File: config.mk
export PLATFORM = sky130hd
export DESIGN_NAME = light_sensor_lamp_fan_controller
export DESIGN_NICKNAME = d
export VERILOG_FILES = /design/src/sv/lslfc_pkg.sv /design/src/sv/light_sensor_lamp_fan_controller.sv
export VERILOG_INCLUDE_DIRS = /design/src /design/src/sv
export SDC_FILE = /design/constraint.sdc
export NUM_CORES = 1
export LEC_CHECK = 0
export BUFFER_PORTS_ARGS = -buffer_cell sky130_fd_sc_hd__buf_4
export CAP_MARGIN = 20
export CELL_PAD_IN_SITES_DETAIL_PLACEMENT = 1
export CELL_PAD_IN_SITES_GLOBAL_PLACEMENT = 1
export CORE_ASPECT_RATIO = 2
export CORE_MARGIN = 2
export CORE_UTILIZATION = 41
export CTS_CLUSTER_DIAMETER = 40
export CTS_CLUSTER_SIZE = 28
export DETAILED_ROUTE_END_ITERATION = 6
export PLACE_DENSITY = 0.83
export SYNTH_ARGS = -nofsm -noshare
export SYNTH_HDL_FRONTEND = slang
export SYNTH_SLANG_ARGS = --single-unit
File: constraint.sdc
create_clock -name clk -period 3.75 [get_ports clk]
set_input_delay 0.5625 -clock clk [delete_from_list [all_inputs] [get_ports clk]]
set_output_delay 0.5625 -clock clk [all_outputs]
set_load 0.02 [all_outputs]
File: src/sv/light_sensor_lamp_fan_controller_macros.svh
`ifndef LIGHT_SENSOR_LAMP_FAN_CONTROLLER_MACROS_SVH
`define LIGHT_SENSOR_LAMP_FAN_CONTROLLER_MACROS_SVH

// Same-cycle implication, sampled on clk, off during reset.
`define LSLFC_ASSERT_IMP(label, ante, cons, msg) \
  label: assert property (@(posedge clk) disable iff (rst) (ante) |-> (cons)) \
    else $error(msg);

// Next-cycle implication, sampled on clk, off during reset.
`define LSLFC_ASSERT_NXT(label, ante, cons, msg) \
  label: assert property (@(posedge clk) disable iff (rst) (ante) |=> (cons)) \
    else $error(msg);

`endif

File: src/sv/lslfc_pkg.sv
`timescale 1ns / 1ps

package lslfc_pkg;

  localparam int SAMPLE_BITS_DEFAULT = 10;
  localparam int THR_W = 10;

  localparam logic [THR_W-1:0] LIGHT_THR_RESET = 10'd450;
  localparam logic [THR_W-1:0] VENT_THR_RESET  = 10'd750;

  localparam logic [7:0] LAMPS_OFF  = 8'h00;
  localparam logic [7:0] LAMPS_LOW  = 8'h0F;
  localparam logic [7:0] LAMPS_HIGH = 8'hF0;

  localparam int OUT_W = 40;

  typedef enum logic [1:0] {
    MODE_SAMPLE = 2'd0,
    MODE_BUTTON = 2'd1,
    MODE_MANUAL = 2'd2
  } mode_t;

  typedef enum logic [1:0] {
    CTRL_IDLE   = 2'd0,
    CTRL_AUTO   = 2'd1,
    CTRL_MANUAL = 2'd2
  } ctrl_t;

  typedef enum logic [1:0] {
    CHOICE_OFF   = 2'd0,
    CHOICE_UPPER = 2'd1,
    CHOICE_LOWER = 2'd2,
    CHOICE_FAN   = 2'd3
  } choice_t;

  typedef enum logic [3:0] {
    MSG_NONE      = 4'd0,
    MSG_AUTO      = 4'd1,
    MSG_MANUAL    = 4'd2,
    MSG_LED_HIGH  = 4'd3,
    MSG_LED_LOW   = 4'd4,
    MSG_VENT      = 4'd5,
    MSG_OFF       = 4'd6,
    MSG_LIGHT_ON  = 4'd7,
    MSG_LIGHT_OFF = 4'd8,
    MSG_VENT_ON   = 4'd9,
    MSG_VENT_OFF  = 4'd10
  } msg_t;

  typedef enum logic [0:0] {
    REG_LIGHT_THR = 1'b0,
    REG_VENT_THR  = 1'b1
  } reg_idx_t;

endpackage

File: src/sv/light_sensor_lamp_fan_controller.sv
`timescale 1ns / 1ps

// Lamp and fan controller driven by a stream of light-sensor samples and
// button presses (tuser selects the kind). Items flow through three registers:
// the input register (thousands digit split off), a digit stage (hundreds
// digit) and the result register, where the control state is updated and the
// tens and ones digits are finished. Items with zero or one message stream at
// one per cycle while m_axis_tready is high; an item with two messages holds
// the output register for a second transfer, and the items behind it wait.
// Thresholds are written over APB at byte addresses 0 (light) and 4 (vent);
// write them only while no item is in flight.
`include "light_sensor_lamp_fan_controller_macros.svh"

module light_sensor_lamp_fan_controller
  import lslfc_pkg::*;
#(
  parameter int SAMPLE_BITS = SAMPLE_BITS_DEFAULT
) (
  input  logic                                clk,
  input  logic                                rst,
  input  logic                                s_axis_tvalid,
  output logic                                s_axis_tready,
  // sample
  input  logic [((SAMPLE_BITS + 7) / 8) * 8-1:0] s_axis_tdata,
  // mode
  input  logic [1:0]                          s_axis_tuser,
  output logic                                m_axis_tvalid,
  input  logic                                m_axis_tready,
  // message, lamps, fan_on, control_mode, manual_choice,
  // digit_ones, digit_tens, digit_hundreds, digit_thousands, zero pad
  output logic [OUT_W-1:0]                    m_axis_tdata,
  output logic                                m_axis_tlast,
  input  logic                                psel,
  input  logic                                penable,
  input  logic                                pwrite,
  input  logic [2:0]                          paddr,
  input  logic [31:0]                         pwdata,
  output logic [31:0]                         prdata,
  output logic                                pready
);

  localparam int CW = (SAMPLE_BITS > THR_W) ? SAMPLE_BITS : THR_W;
  localparam int THOU_MAX = ((1 << SAMPLE_BITS) - 1) / 1000;

  logic [THR_W-1:0] light_threshold;
  logic [THR_W-1:0] vent_threshold;

  ctrl_t      control_state, control_state_next;
  choice_t    manual_select, manual_select_next;
  logic [7:0] lamp_pattern, lamp_pattern_next;
  logic       fan_state, fan_state_next;
  logic [3:0] dig_ones, dig_tens, dig_hund, dig_thou;

  logic                   r0_v;
  logic [1:0]             r0_mode;
  logic [SAMPLE_BITS-1:0] r0_sample;
  logic [3:0]             r0_thou;
  logic [9:0]             r0_rem;

  logic                   r1_v;
  logic [1:0]             r1_mode;
  logic [SAMPLE_BITS-1:0] r1_sample;
  logic [3:0]             r1_thou;
  logic [3:0]             r1_hund;
  logic [6:0]             r1_rem;

  logic out_v;
  msg_t out_msg, out_msg2;
  logic out_pend2;

  logic ld_out, ld1, ld0;

  logic [SAMPLE_BITS-1:0] in_sample;
  logic [3:0]             in_thou;
  logic [9:0]             in_rem;
  logic [3:0]             st1_hund;
  logic [6:0]             st1_rem;
  logic [3:0]             st2_tens;
  logic [3:0]             st2_ones;

  logic show;
  msg_t msg_a, msg_b;
  logic two;

  // APB
  assign pready = 1'b1;

  always_ff @(posedge clk) begin
    if (rst) begin
      light_threshold <= LIGHT_THR_RESET;
      vent_threshold  <= VENT_THR_RESET;
    end else if (psel && penable && pwrite && pready) begin
      unique case (reg_idx_t'(paddr[2]))
        REG_LIGHT_THR: light_threshold <= pwdata[THR_W-1:0];
        REG_VENT_THR:  vent_threshold  <= pwdata[THR_W-1:0];
        default: ;
      endcase
    end
  end

  always_comb begin
    unique case (reg_idx_t'(paddr[2]))
      REG_LIGHT_THR: prdata = 32'(light_threshold);
      REG_VENT_THR:  prdata = 32'(vent_threshold);
      default:       prdata = '0;
    endcase
  end

  // Pipeline flow
  assign ld_out        = !out_v || (m_axis_tready && !out_pend2);
  assign ld1           = !r1_v || ld_out;
  assign ld0           = !r0_v || ld1;
  assign s_axis_tready = ld0;

  // Thousands digit at the input
  assign in_sample = s_axis_tdata[SAMPLE_BITS-1:0];

  always_comb begin
    in_thou = 4'd0;
    in_rem  = 10'(in_sample);
    for (int k = 1; k <= THOU_MAX; k++) begin
      if (int'(in_sample) >= k * 1000) begin
        in_thou = 4'(k);
        in_rem  = 10'(int'(in_sample) - k * 1000);
      end
    end
  end

  always_ff @(posedge clk) begin
    if (rst) begin
      r0_v <= 1'b0;
    end else if (ld0) begin
      r0_v <= s_axis_tvalid;
    end
  end

  always_ff @(posedge clk) begin
    if (ld0) begin
      r0_mode   <= s_axis_tuser;
      r0_sample <= in_sample;
      r0_thou   <= in_thou;
      r0_rem    <= in_rem;
    end
  end

  // Hundreds digit
  always_comb begin
    st1_hund = 4'd0;
    st1_rem  = 7'(r0_rem);
    for (int k = 1; k <= 9; k++) begin
      if (r0_rem >= 10'(k * 100)) begin
        st1_hund = 4'(k);
        st1_rem  = 7'(r0_rem - 10'(k * 100));
      end
    end
  end

  always_ff @(posedge clk) begin
    if (rst) begin
      r1_v <= 1'b0;
    end else if (ld1) begin
      r1_v <= r0_v;
    end
  end

  always_ff @(posedge clk) begin
    if (ld1) begin
      r1_mode   <= r0_mode;
      r1_sample <= r0_sample;
      r1_thou   <= r0_thou;
      r1_hund   <= st1_hund;
      r1_rem    <= st1_rem;
    end
  end

  // Tens and ones digits
  always_comb begin
    st2_tens = 4'd0;
    st2_ones = 4'(r1_rem);
    for (int k = 1; k <= 9; k++) begin
      if (r1_rem >= 7'(k * 10)) begin
        st2_tens = 4'(k);
        st2_ones = 4'(r1_rem - 7'(k * 10));
      end
    end
  end

  // Control update
  always_comb begin
    logic [CW-1:0] cs;
    logic [CW-1:0] cl;
    logic [CW-1:0] cv;
    logic          lm_v;
    logic          fm_v;
    msg_t          lm;
    msg_t          fm;
    cs = CW'(r1_sample);
    cl = CW'(light_threshold);
    cv = CW'(vent_threshold);
    control_state_next = control_state;
    manual_select_next = manual_select;
    lamp_pattern_next  = lamp_pattern;
    fan_state_next     = fan_state;
    show = 1'b0;
    lm_v = 1'b0;
    fm_v = 1'b0;
    lm   = MSG_NONE;
    fm   = MSG_NONE;
    case (mode_t'(r1_mode))
      MODE_BUTTON: begin
        lm_v = 1'b1;
        if (control_state == CTRL_AUTO) begin
          control_state_next = CTRL_MANUAL;
          lm = MSG_MANUAL;
        end else begin
          control_state_next = CTRL_AUTO;
          lm = MSG_AUTO;
        end
      end
      MODE_MANUAL: begin
        if (control_state != CTRL_AUTO) begin
          manual_select_next = choice_t'(2'(manual_select + 2'd1));
          lm_v = 1'b1;
          unique case (manual_select_next)
            CHOICE_UPPER: lm = MSG_LED_HIGH;
            CHOICE_LOWER: lm = MSG_LED_LOW;
            CHOICE_FAN:   lm = MSG_VENT;
            default:      lm = MSG_OFF;
          endcase
        end
      end
      MODE_SAMPLE: begin
        if (control_state == CTRL_AUTO) begin
          show = 1'b1;
          if (cs < cl) begin
            lm_v = (lamp_pattern == LAMPS_OFF);
            lm   = MSG_LIGHT_ON;
            lamp_pattern_next = LAMPS_LOW;
          end else if (cs < cv) begin
            lm_v = (lamp_pattern == LAMPS_LOW);
            lm   = MSG_LIGHT_OFF;
            lamp_pattern_next = LAMPS_OFF;
          end
          if (cs > cv) begin
            lamp_pattern_next = LAMPS_HIGH;
            fm_v = !fan_state;
            fm   = MSG_VENT_ON;
            fan_state_next = 1'b1;
          end else if (cs > cl) begin
            lamp_pattern_next = LAMPS_OFF;
            fm_v = fan_state;
            fm   = MSG_VENT_OFF;
            fan_state_next = 1'b0;
          end
        end else if (control_state == CTRL_MANUAL) begin
          show = 1'b1;
          unique case (manual_select)
            CHOICE_UPPER: begin
              lamp_pattern_next = LAMPS_HIGH;
              fan_state_next    = 1'b0;
            end
            CHOICE_LOWER: begin
              lamp_pattern_next = LAMPS_LOW;
              fan_state_next    = 1'b0;
            end
            CHOICE_FAN: begin
              lamp_pattern_next = LAMPS_OFF;
              fan_state_next    = 1'b1;
            end
            default: begin
              lamp_pattern_next = LAMPS_OFF;
              fan_state_next    = 1'b0;
            end
          endcase
        end
      end
      default: ;
    endcase
    if (lm_v) begin
      msg_a = lm;
      msg_b = fm;
      two   = fm_v;
    end else begin
      msg_a = fm_v ? fm : MSG_NONE;
      msg_b = MSG_NONE;
      two   = 1'b0;
    end
  end

  always_ff @(posedge clk) begin
    if (rst) begin
      control_state <= CTRL_IDLE;
      manual_select <= CHOICE_OFF;
      lamp_pattern  <= LAMPS_OFF;
      fan_state     <= 1'b0;
      dig_ones      <= 4'd0;
      dig_tens      <= 4'd0;
      dig_hund      <= 4'd0;
      dig_thou      <= 4'd0;
    end else if (r1_v && ld_out) begin
      control_state <= control_state_next;
      manual_select <= manual_select_next;
      lamp_pattern  <= lamp_pattern_next;
      fan_state     <= fan_state_next;
      if (show) begin
        dig_ones <= st2_ones;
        dig_tens <= st2_tens;
        dig_hund <= r1_hund;
        dig_thou <= r1_thou;
      end
    end
  end

  // Result register; a second message waits behind the first transfer
  always_ff @(posedge clk) begin
    if (rst) begin
      out_v     <= 1'b0;
      out_pend2 <= 1'b0;
    end else if (ld_out) begin
      out_v     <= r1_v;
      out_pend2 <= r1_v && two;
    end else if (m_axis_tready) begin
      out_pend2 <= 1'b0;
    end
  end

  always_ff @(posedge clk) begin
    if (ld_out) begin
      out_msg  <= msg_a;
      out_msg2 <= msg_b;
    end else if (m_axis_tready) begin
      out_msg <= out_msg2;
    end
  end

  assign m_axis_tvalid = out_v;
  assign m_axis_tlast  = !out_pend2;
  assign m_axis_tdata  = {7'd0, dig_thou, dig_hund, dig_tens, dig_ones,
                          manual_select, control_state, fan_state, lamp_pattern,
                          out_msg};

  `LSLFC_ASSERT_NXT(a_second_follows, m_axis_tvalid && m_axis_tready && !m_axis_tlast, m_axis_tvalid && m_axis_tlast, "second result of an item missing")
  `LSLFC_ASSERT_IMP(a_first_has_msg, m_axis_tvalid && !m_axis_tlast, out_msg != MSG_NONE, "empty message ahead of a second result")
  `LSLFC_ASSERT_IMP(a_ready_when_empty, !m_axis_tvalid, s_axis_tready, "input stalled with empty result register")
  `LSLFC_ASSERT_NXT(a_item_reaches_out, r1_v && !m_axis_tvalid, m_axis_tvalid, "item lost before result register")

endmodule
Word level (Yosys, flattened, before mapping)

Cells that the tools add are included.

Add/sub/neg operators: 20
Order comparisons: 23
Equal/unequal tests: 14
Mux-type cells: 81
Bitwise logic cells: 1
Reductions and logical operators: 25

Operators with widths:

| cell                     | count |
|---|---|
| $mux W4                  | 34 |
| $pmux W32 S2             | 1 |
| $mux W7                  | 9 |
| $ge A10 B10 Y1 const B   | 5 |
| $mux W8                  | 6 |
| $ge A10 B9 Y1 const B    | 3 |
| $sub A7 B7 Y7 const B    | 4 |
| $mux W1                  | 23 |
| $ge A7 B6 Y1 const B     | 3 |
| $ge A7 B7 Y1 const B     | 3 |
| $sub A7 B6 Y7 const B    | 3 |
| $gt A10 B10 Y1           | 2 |
| $lt A10 B10 Y1           | 2 |
| $sub A4 B4 Y4 const B    | 5 |
| $pmux W8 S2              | 1 |
| $ge A7 B5 Y1 const B     | 2 |
| $eq A2 B2 Y1 const B     | 6 |
| $pmux W4 S3              | 1 |
| $ge A10 B7 Y1 const B    | 1 |
| $ge A10 B8 Y1 const B    | 1 |
| $mux W10                 | 1 |
| $sub A10 B10 Y10 const B | 1 |
| $pmux W3 S3              | 1 |
| $eq A2 B1 Y1 const B     | 4 |
| other kinds (25)         | 42 |

Register bits after elaboration: 114
Input port bits: 60
Output and inout port bits: 76
Logic and storage cells: 190

Longest topological paths before layout

Depth after elaboration: 10
Gate-level depth with buffers: 12
Mapped depth without buffers: 9

Worst setup path after synthesis

Ideal clock, no wire load.

Kind: register to register
Start: register r0_rem[3]
End: register r1_rem[6] (data pin)
Setup time: 0.259 ns
Arrival: 2.501 ns
Data required time: 3.491 ns
Setup slack: 0.990 ns
Cell stages (with the launch flop): 10
Buffers on the path: 0
Period minus slack after synthesis: 2.760 ns
Cells stage by stage: edfxtp_1 -> inv_1 -> ha_1 -> or3b_2 -> a32oi_1 -> or4b_1 -> nand4_1 -> a311oi_1 -> xnor2_1 -> o21ai_1

Cells in the longest elaborated chain, start to end: 10
Elaborated cells between the ends (all ways): 27
Classes of those cells: add/sub (9); order compare (9); mux (9)

RTL lines:

| item                                           | line                                                                             | source |
|---|---|---|
| start, declared                                | light_sensor_lamp_fan_controller.sv:58                                           | `logic [9:0] r0_rem;` |
| start signal, assigned                         | light_sensor_lamp_fan_controller.sv:142                                          | `r0_rem <= in_rem;` |
| $ge A10 B7 Y1 or $sub A7 B7 Y7 (tied branches) | light_sensor_lamp_fan_controller.sv:151, light_sensor_lamp_fan_controller.sv:153 |  |
| $mux W7 (8 in series)                          | light_sensor_lamp_fan_controller.sv:151                                          | `if (r0_rem >= 10'(k * 100)) begin` |
| $mux W7 *                                      | light_sensor_lamp_fan_controller.sv:151                                          |  |
| via st1_rem[6]                                 | light_sensor_lamp_fan_controller.sv:77                                           | `logic [6:0] st1_rem;` |
| end signal, assigned                           | light_sensor_lamp_fan_controller.sv:172                                          | `r1_rem <= st1_rem;` |
| end, declared                                  | light_sensor_lamp_fan_controller.sv:65                                           | `logic [6:0] r1_rem;` |

Mark *: on every way through the listed nets, which the timed path passes. The rest lies on a longest branch.
A chain may end at the register's enable or synchronous reset.

Final worst setup path

Start: register r0_rem[6]
End: register r1_rem[6] (data pin)

Same word-level chain as after synthesis.

==> run_summary.xml <==
<?xml version="1.0" encoding="UTF-8"?>
<metrics>
  <group name="worst_setup_path">
    <metric name="critical_path_slowest_stage_cell" unit="">sky130_fd_sc_hd__a31oi_1</metric>
    <metric name="cpPeakStageDelay" unit="ns">0.63</metric>
    <metric name="required" unit="ns">3.87</metric>
    <metric name="rr_startpoint" unit="">r0_rem[6]</metric>
    <metric name="cp-end-kind" unit="">flip-flop</metric>
    <metric name="path_cells" unit="">clkinv_1 -&gt; ha_1 -&gt; nand2_1 -&gt; o211ai_1 -&gt; a31oi_1 -&gt; nand4_1 -&gt; a311oi_1 -&gt; xnor2_1 -&gt; o21ai_1</metric>
    <metric name="startpoint_type" unit="">flip-flop</metric>
    <metric name="reg2reg_depth" unit="">9</metric>
    <metric name="rrSetupSlack" unit="ns">0.59</metric>
    <metric name="cp_max_fo" unit="">8</metric>
    <metric name="r2r-end" unit="">r1_rem[6]</metric>
    <metric name="worstSetupPathType" unit="">flip-flop to flip-flop</metric>
    <metric name="timing.critical_path.arrival" unit="ns">3.28</metric>
  </group>
  <group name="pwr">
    <metric name="power.static_leakage" unit="nW">2.91</metric>
    <metric name="power_density" unit="nW/um^2">386</metric>
    <metric name="ir_drop" unit="V">0.000342</metric>
  </group>
  <group name="placed_design">
    <metric name="detailed_place_hpwl" unit="mm">14.2</metric>
    <metric name="place.gp.congestion" unit="">1.04</metric>
    <metric name="dpl_cell_area" unit="um^2">6590</metric>
    <metric name="port-buffer-count" unit="">72</metric>
  </group>
  <group name="floorplanning">
    <metric name="initial_standard_cell_utilization_of_the_core" unit="">0.415</metric>
    <metric name="num_rows" unit="">63</metric>
    <metric name="die_h" unit="um">177</metric>
    <metric name="design.die.area" unit="um^2">16000</metric>
    <metric name="core_area" unit="um^2">14700</metric>
    <metric name="die_w" unit="um">90.4</metric>
    <metric name="ioPinCount" unit="">136</metric>
  </group>
  <group name="logic_synthesis">
    <metric name="portion_of_netlist_area_occupied_by_mux_cells" unit="">0.0182</metric>
    <metric name="postSynthRegisterBits" unit="">93</metric>
    <metric name="yosysTopAreaCellShare" unit="">0.240</metric>
    <metric name="netlist_top_cells_area" unit="">sky130_fd_sc_hd__edfxtp_1, sky130_fd_sc_hd__dfxtp_1, sky130_fd_sc_hd__ha_1</metric>
    <metric name="largest_family_of_logic_cells_by_synthesized_area" unit="">compound AO/OA/AOI/OAI gates</metric>
    <metric name="netlist-cell-type-count" unit="">75</metric>
    <metric name="most_instantiated_flip_flop_cell_in_the_synthesis_netlist" unit="">sky130_fd_sc_hd__edfxtp_1</metric>
    <metric name="mappedNetlistArea" unit="um^2">6120</metric>
    <metric name="postSynth.asyncResetShare" unit="">0</metric>
    <metric name="synth-compound-area-share" unit="">0.196</metric>
    <metric name="synth_enable_flop_cells" unit="">49</metric>
    <metric name="yosysSeqAreaShare" unit="">0.384</metric>
    <metric name="simple_logic_cell_fraction_of_the_synthesized_area" unit="">0.174</metric>
    <metric name="netlist_instances" unit="">687</metric>
    <metric name="synth-adder-area-share" unit="">0.100</metric>
    <metric name="synth_area_per_inst" unit="um^2">8.91</metric>
    <metric name="yosysWarningCount" unit="">0</metric>
    <metric name="post_synth_xor_area_fraction" unit="">0.0143</metric>
    <metric name="synth_area_leader" unit="">sky130_fd_sc_hd__edfxtp_1</metric>
  </group>
  <group name="global_routing">
    <metric name="grt_antenna_before_repair" unit="">0</metric>
    <metric name="grt_use_total" unit="">0.239</metric>
    <metric name="grt_first_pass_wirelength" unit="mm">30.0</metric>
    <metric name="grt_max_degree" unit="">48</metric>
    <metric name="grt_overflow" unit="">0</metric>
    <metric name="first_global_vias" unit="">5816</metric>
  </group>
  <group name="clocking">
    <metric name="hold_buffers" unit="">0</metric>
    <metric name="cts.repair_timing.setup_buffer_count" unit="">0</metric>
    <metric name="ctsHtreeMaxLevel" unit="">3</metric>
    <metric name="cts_inserted_buffers" unit="">9</metric>
    <metric name="cts.root.buffer_cell" unit="">sky130_fd_sc_hd__clkbuf_16</metric>
    <metric name="tritoncts_clock_tree" unit="">built</metric>
    <metric name="cts-root-to-sink-buffers" unit="">2</metric>
    <metric name="clock_insertion_delay_worst_skew" unit="ns">0.37</metric>
    <metric name="clk_pin_slew" unit="ns">0.08</metric>
    <metric name="cts_resized" unit="">0</metric>
    <metric name="cts_sinks" unit="">93</metric>
  </group>
  <group name="drt">
    <metric name="first_iter_violations" unit="">197</metric>
    <metric name="routed.top_layer" unit="">met4</metric>
    <metric name="dr_wl_met2" unit="mm">10.6</metric>
    <metric name="routedLengthMet1" unit="mm">6.27</metric>
    <metric name="vias" unit="">5343</metric>
    <metric name="met3WireLength" unit="um">697</metric>
    <metric name="dr.pass1.iters" unit="">4</metric>
    <metric name="detail_route.vias_per_cell" unit="">5.67</metric>
    <metric name="ant_nets" unit="">0</metric>
    <metric name="drc_errors" unit="">0</metric>
    <metric name="total_routed_length" unit="mm">18.6</metric>
    <metric name="drt-wirelength-per-cell" unit="um">19.8</metric>
  </group>
  <group name="finish">
    <metric name="ratio_of_cells_with_drive_above_1_in_the_final_layout" unit="">0.155</metric>
    <metric name="syn2layout_area_growth" unit="%">12.8</metric>
    <metric name="diodes" unit="">0</metric>
    <metric name="finish.net_count" unit="">851</metric>
    <metric name="most-common-layout-cells" unit="">sky130_fd_sc_hd__buf_4, sky130_fd_sc_hd__nor2_1, sky130_fd_sc_hd__nand2_1</metric>
    <metric name="stdcell_area" unit="um^2">6900</metric>
    <metric name="layout.cells.most_common" unit="">sky130_fd_sc_hd__buf_4</metric>
  </group>
  <group name="flow_run">
    <metric name="max-cap-violations" unit="">0</metric>
  </group>
  <group name="min_path">
    <metric name="hold-path-cell-count" unit="">1</metric>
    <metric name="holdCritPathClass" unit="">input pin to flip-flop</metric>
    <metric name="hold-path-endpoint" unit="">r0_mode[0]</metric>
    <metric name="holdCritStartpoint" unit="">s_axis_tuser[0]</metric>
  </group>
  <group name="timing">
    <metric name="timing.setup.tns" unit="ns">0</metric>
    <metric name="final.hold.worst_slack" unit="ns">0.371</metric>
    <metric name="drv_slew" unit="">0</metric>
    <metric name="slew_headroom" unit="">0.280</metric>
    <metric name="final_number_of_hold_violating_endpoints" unit="">0</metric>
    <metric name="final.period_utilization" unit="">0.843</metric>
    <metric name="final.setup_skew" unit="ns">0.00968</metric>
    <metric name="max_freq" unit="GHz">0.316</metric>
    <metric name="tightest_slew" unit="ns">1.07</metric>
    <metric name="rsz_0062_raised_after_global_routing" unit="">no</metric>
    <metric name="count_of_endpoints_failing_setup_in_the_final_report" unit="">0</metric>
    <metric name="fin_crit" unit="ns">3.16</metric>
  </group>
  <group name="run_status">
    <metric name="run_status" unit="">finished, final reports clean</metric>
  </group>
</metrics>
==> Yosys cell counts, types with 3 or more instances <==
cell,n
sky130_fd_sc_hd__nor3_1,12
sky130_fd_sc_hd__nor2b_1,12
sky130_fd_sc_hd__edfxtp_1,49
sky130_fd_sc_hd__nand3_1,18
sky130_fd_sc_hd__and3_1,3
sky130_fd_sc_hd__nand2_1,67
sky130_fd_sc_hd__o31a_1,3
sky130_fd_sc_hd__buf_4,40
sky130_fd_sc_hd__clkbuf_1,19
sky130_fd_sc_hd__nand2b_1,7
sky130_fd_sc_hd__o21ai_0,38
sky130_fd_sc_hd__a31oi_1,6
sky130_fd_sc_hd__o21a_1,4
sky130_fd_sc_hd__nor2_1,75
sky130_fd_sc_hd__a311oi_1,7
sky130_fd_sc_hd__inv_1,46
sky130_fd_sc_hd__dfxtp_1,44
sky130_fd_sc_hd__nor4_1,4
sky130_fd_sc_hd__o21bai_1,6
sky130_fd_sc_hd__a31o_2,3
sky130_fd_sc_hd__or3_1,3
sky130_fd_sc_hd__o211ai_1,3
sky130_fd_sc_hd__o31ai_1,6
sky130_fd_sc_hd__a21o_1,5
sky130_fd_sc_hd__clkbuf_8,4
sky130_fd_sc_hd__a21oi_1,45
sky130_fd_sc_hd__mux2i_1,10
sky130_fd_sc_hd__a211oi_1,8
sky130_fd_sc_hd__o221ai_1,3
sky130_fd_sc_hd__xnor2_1,9
sky130_fd_sc_hd__ha_1,49
sky130_fd_sc_hd__nand4_1,6
sky130_fd_sc_hd__or2_2,4
sky130_fd_sc_hd__nor3b_1,4
sky130_fd_sc_hd__a2bb2oi_1,4
sky130_fd_sc_hd__a211o_1,13
==> stage by stage <==
stage          power (mW)   util  setup WS (ns)  std cells
3_3_place_gp         1.69  0.447          0.737        926
4_1_cts              2.67  0.468          0.706        942
3_5_place_dp         1.71  0.447          0.732        926
2_1_floorplan        1.58      -          0.990        718
6_report             2.66  0.468          0.587        942
5_1_grt              2.77  0.468          0.498        942
==> how the worst max path moves through the flow <==
| stage | start | end | slack (ns) | cells after the start |
|---|---|---|---|---|
| floorplan | r0_rem[3] | r1_rem[6] | 0.99 | 9 |
| global placement | r0_sample[2] | r1_rem[5] | 0.74 | 9 |
| detailed placement | r0_sample[2] | r1_rem[5] | 0.73 | 9 |
| CTS | r0_sample[2] | r1_rem[4] | 0.71 | 9 |
| global route | r0_sample[2] | r1_rem[4] | 0.50 | 9 |
| finish | r0_rem[6] | r1_rem[6] | 0.59 | 9 |
==> critical path, delay by kind of cell (launching register included) <==
kind | cells | cell delay, ns
xor gates and xnor gates | 1 | 0.18
AOI/OAI and AO/OA | 4 | 1.27
buffers and inverters | 1 | 0.33
adders and majority gates | 1 | 0.29
DFF | 1 | 0.57
and+or+nand+nor | 2 | 0.28
==> report_power, final <==
group	switching (mW)	total, mW	internal (mW)
Clock	0.449	0.957	0.508
Sequential	0.0675	1.19	1.12
Combinational	0.326	0.519	0.193
==> area by class of cell <==
type                    instances  area (um^2)
clock inverters                 6         58.8
multi-input cells             509         3200
repair buffers                 82          616
fillers                      1763         7840
clock buffers                  10          250
inverters                      47          176
well taps                     195          244
flip-flops and latches         93         2350
==> cells by family after synthesis <==
| family | count (synthesis) |
|---|---|
| simple gates | 228 |
| xor+xnor | 10 |
| compound gates | 178 |
| buf+inv | 116 |
| flops | 93 |
| other cells | 2 |
| fa+ha+maj | 49 |
| mux | 11 |
==> state kept, by name (all words and copies together) (netlist names), 2 cells and up <==
| signal | count |
|---|---|
| control_state | 2 |
| dig_hund | 4 |
| dig_ones | 4 |
| dig_tens | 4 |
| lamp_pattern | 2 |
| light_threshold | 10 |
| manual_select | 2 |
| out_msg | 4 |
| out_msg2 | 3 |
| r0_mode | 2 |
| r0_rem | 7 |
| r0_sample | 10 |
| r1_hund | 4 |
| r1_mode | 2 |
| r1_rem | 5 |
| r1_sample | 10 |
| vent_threshold | 10 |
==> layer usage <==
layer  vias to the layer above  GRT usage
met4                         0      0.154
li1                       2487          -
met1                      2575      0.221
met2                       207      0.473
met3                        74     0.0371
met5                         -          0
Power figures use the tool's default switching activity.
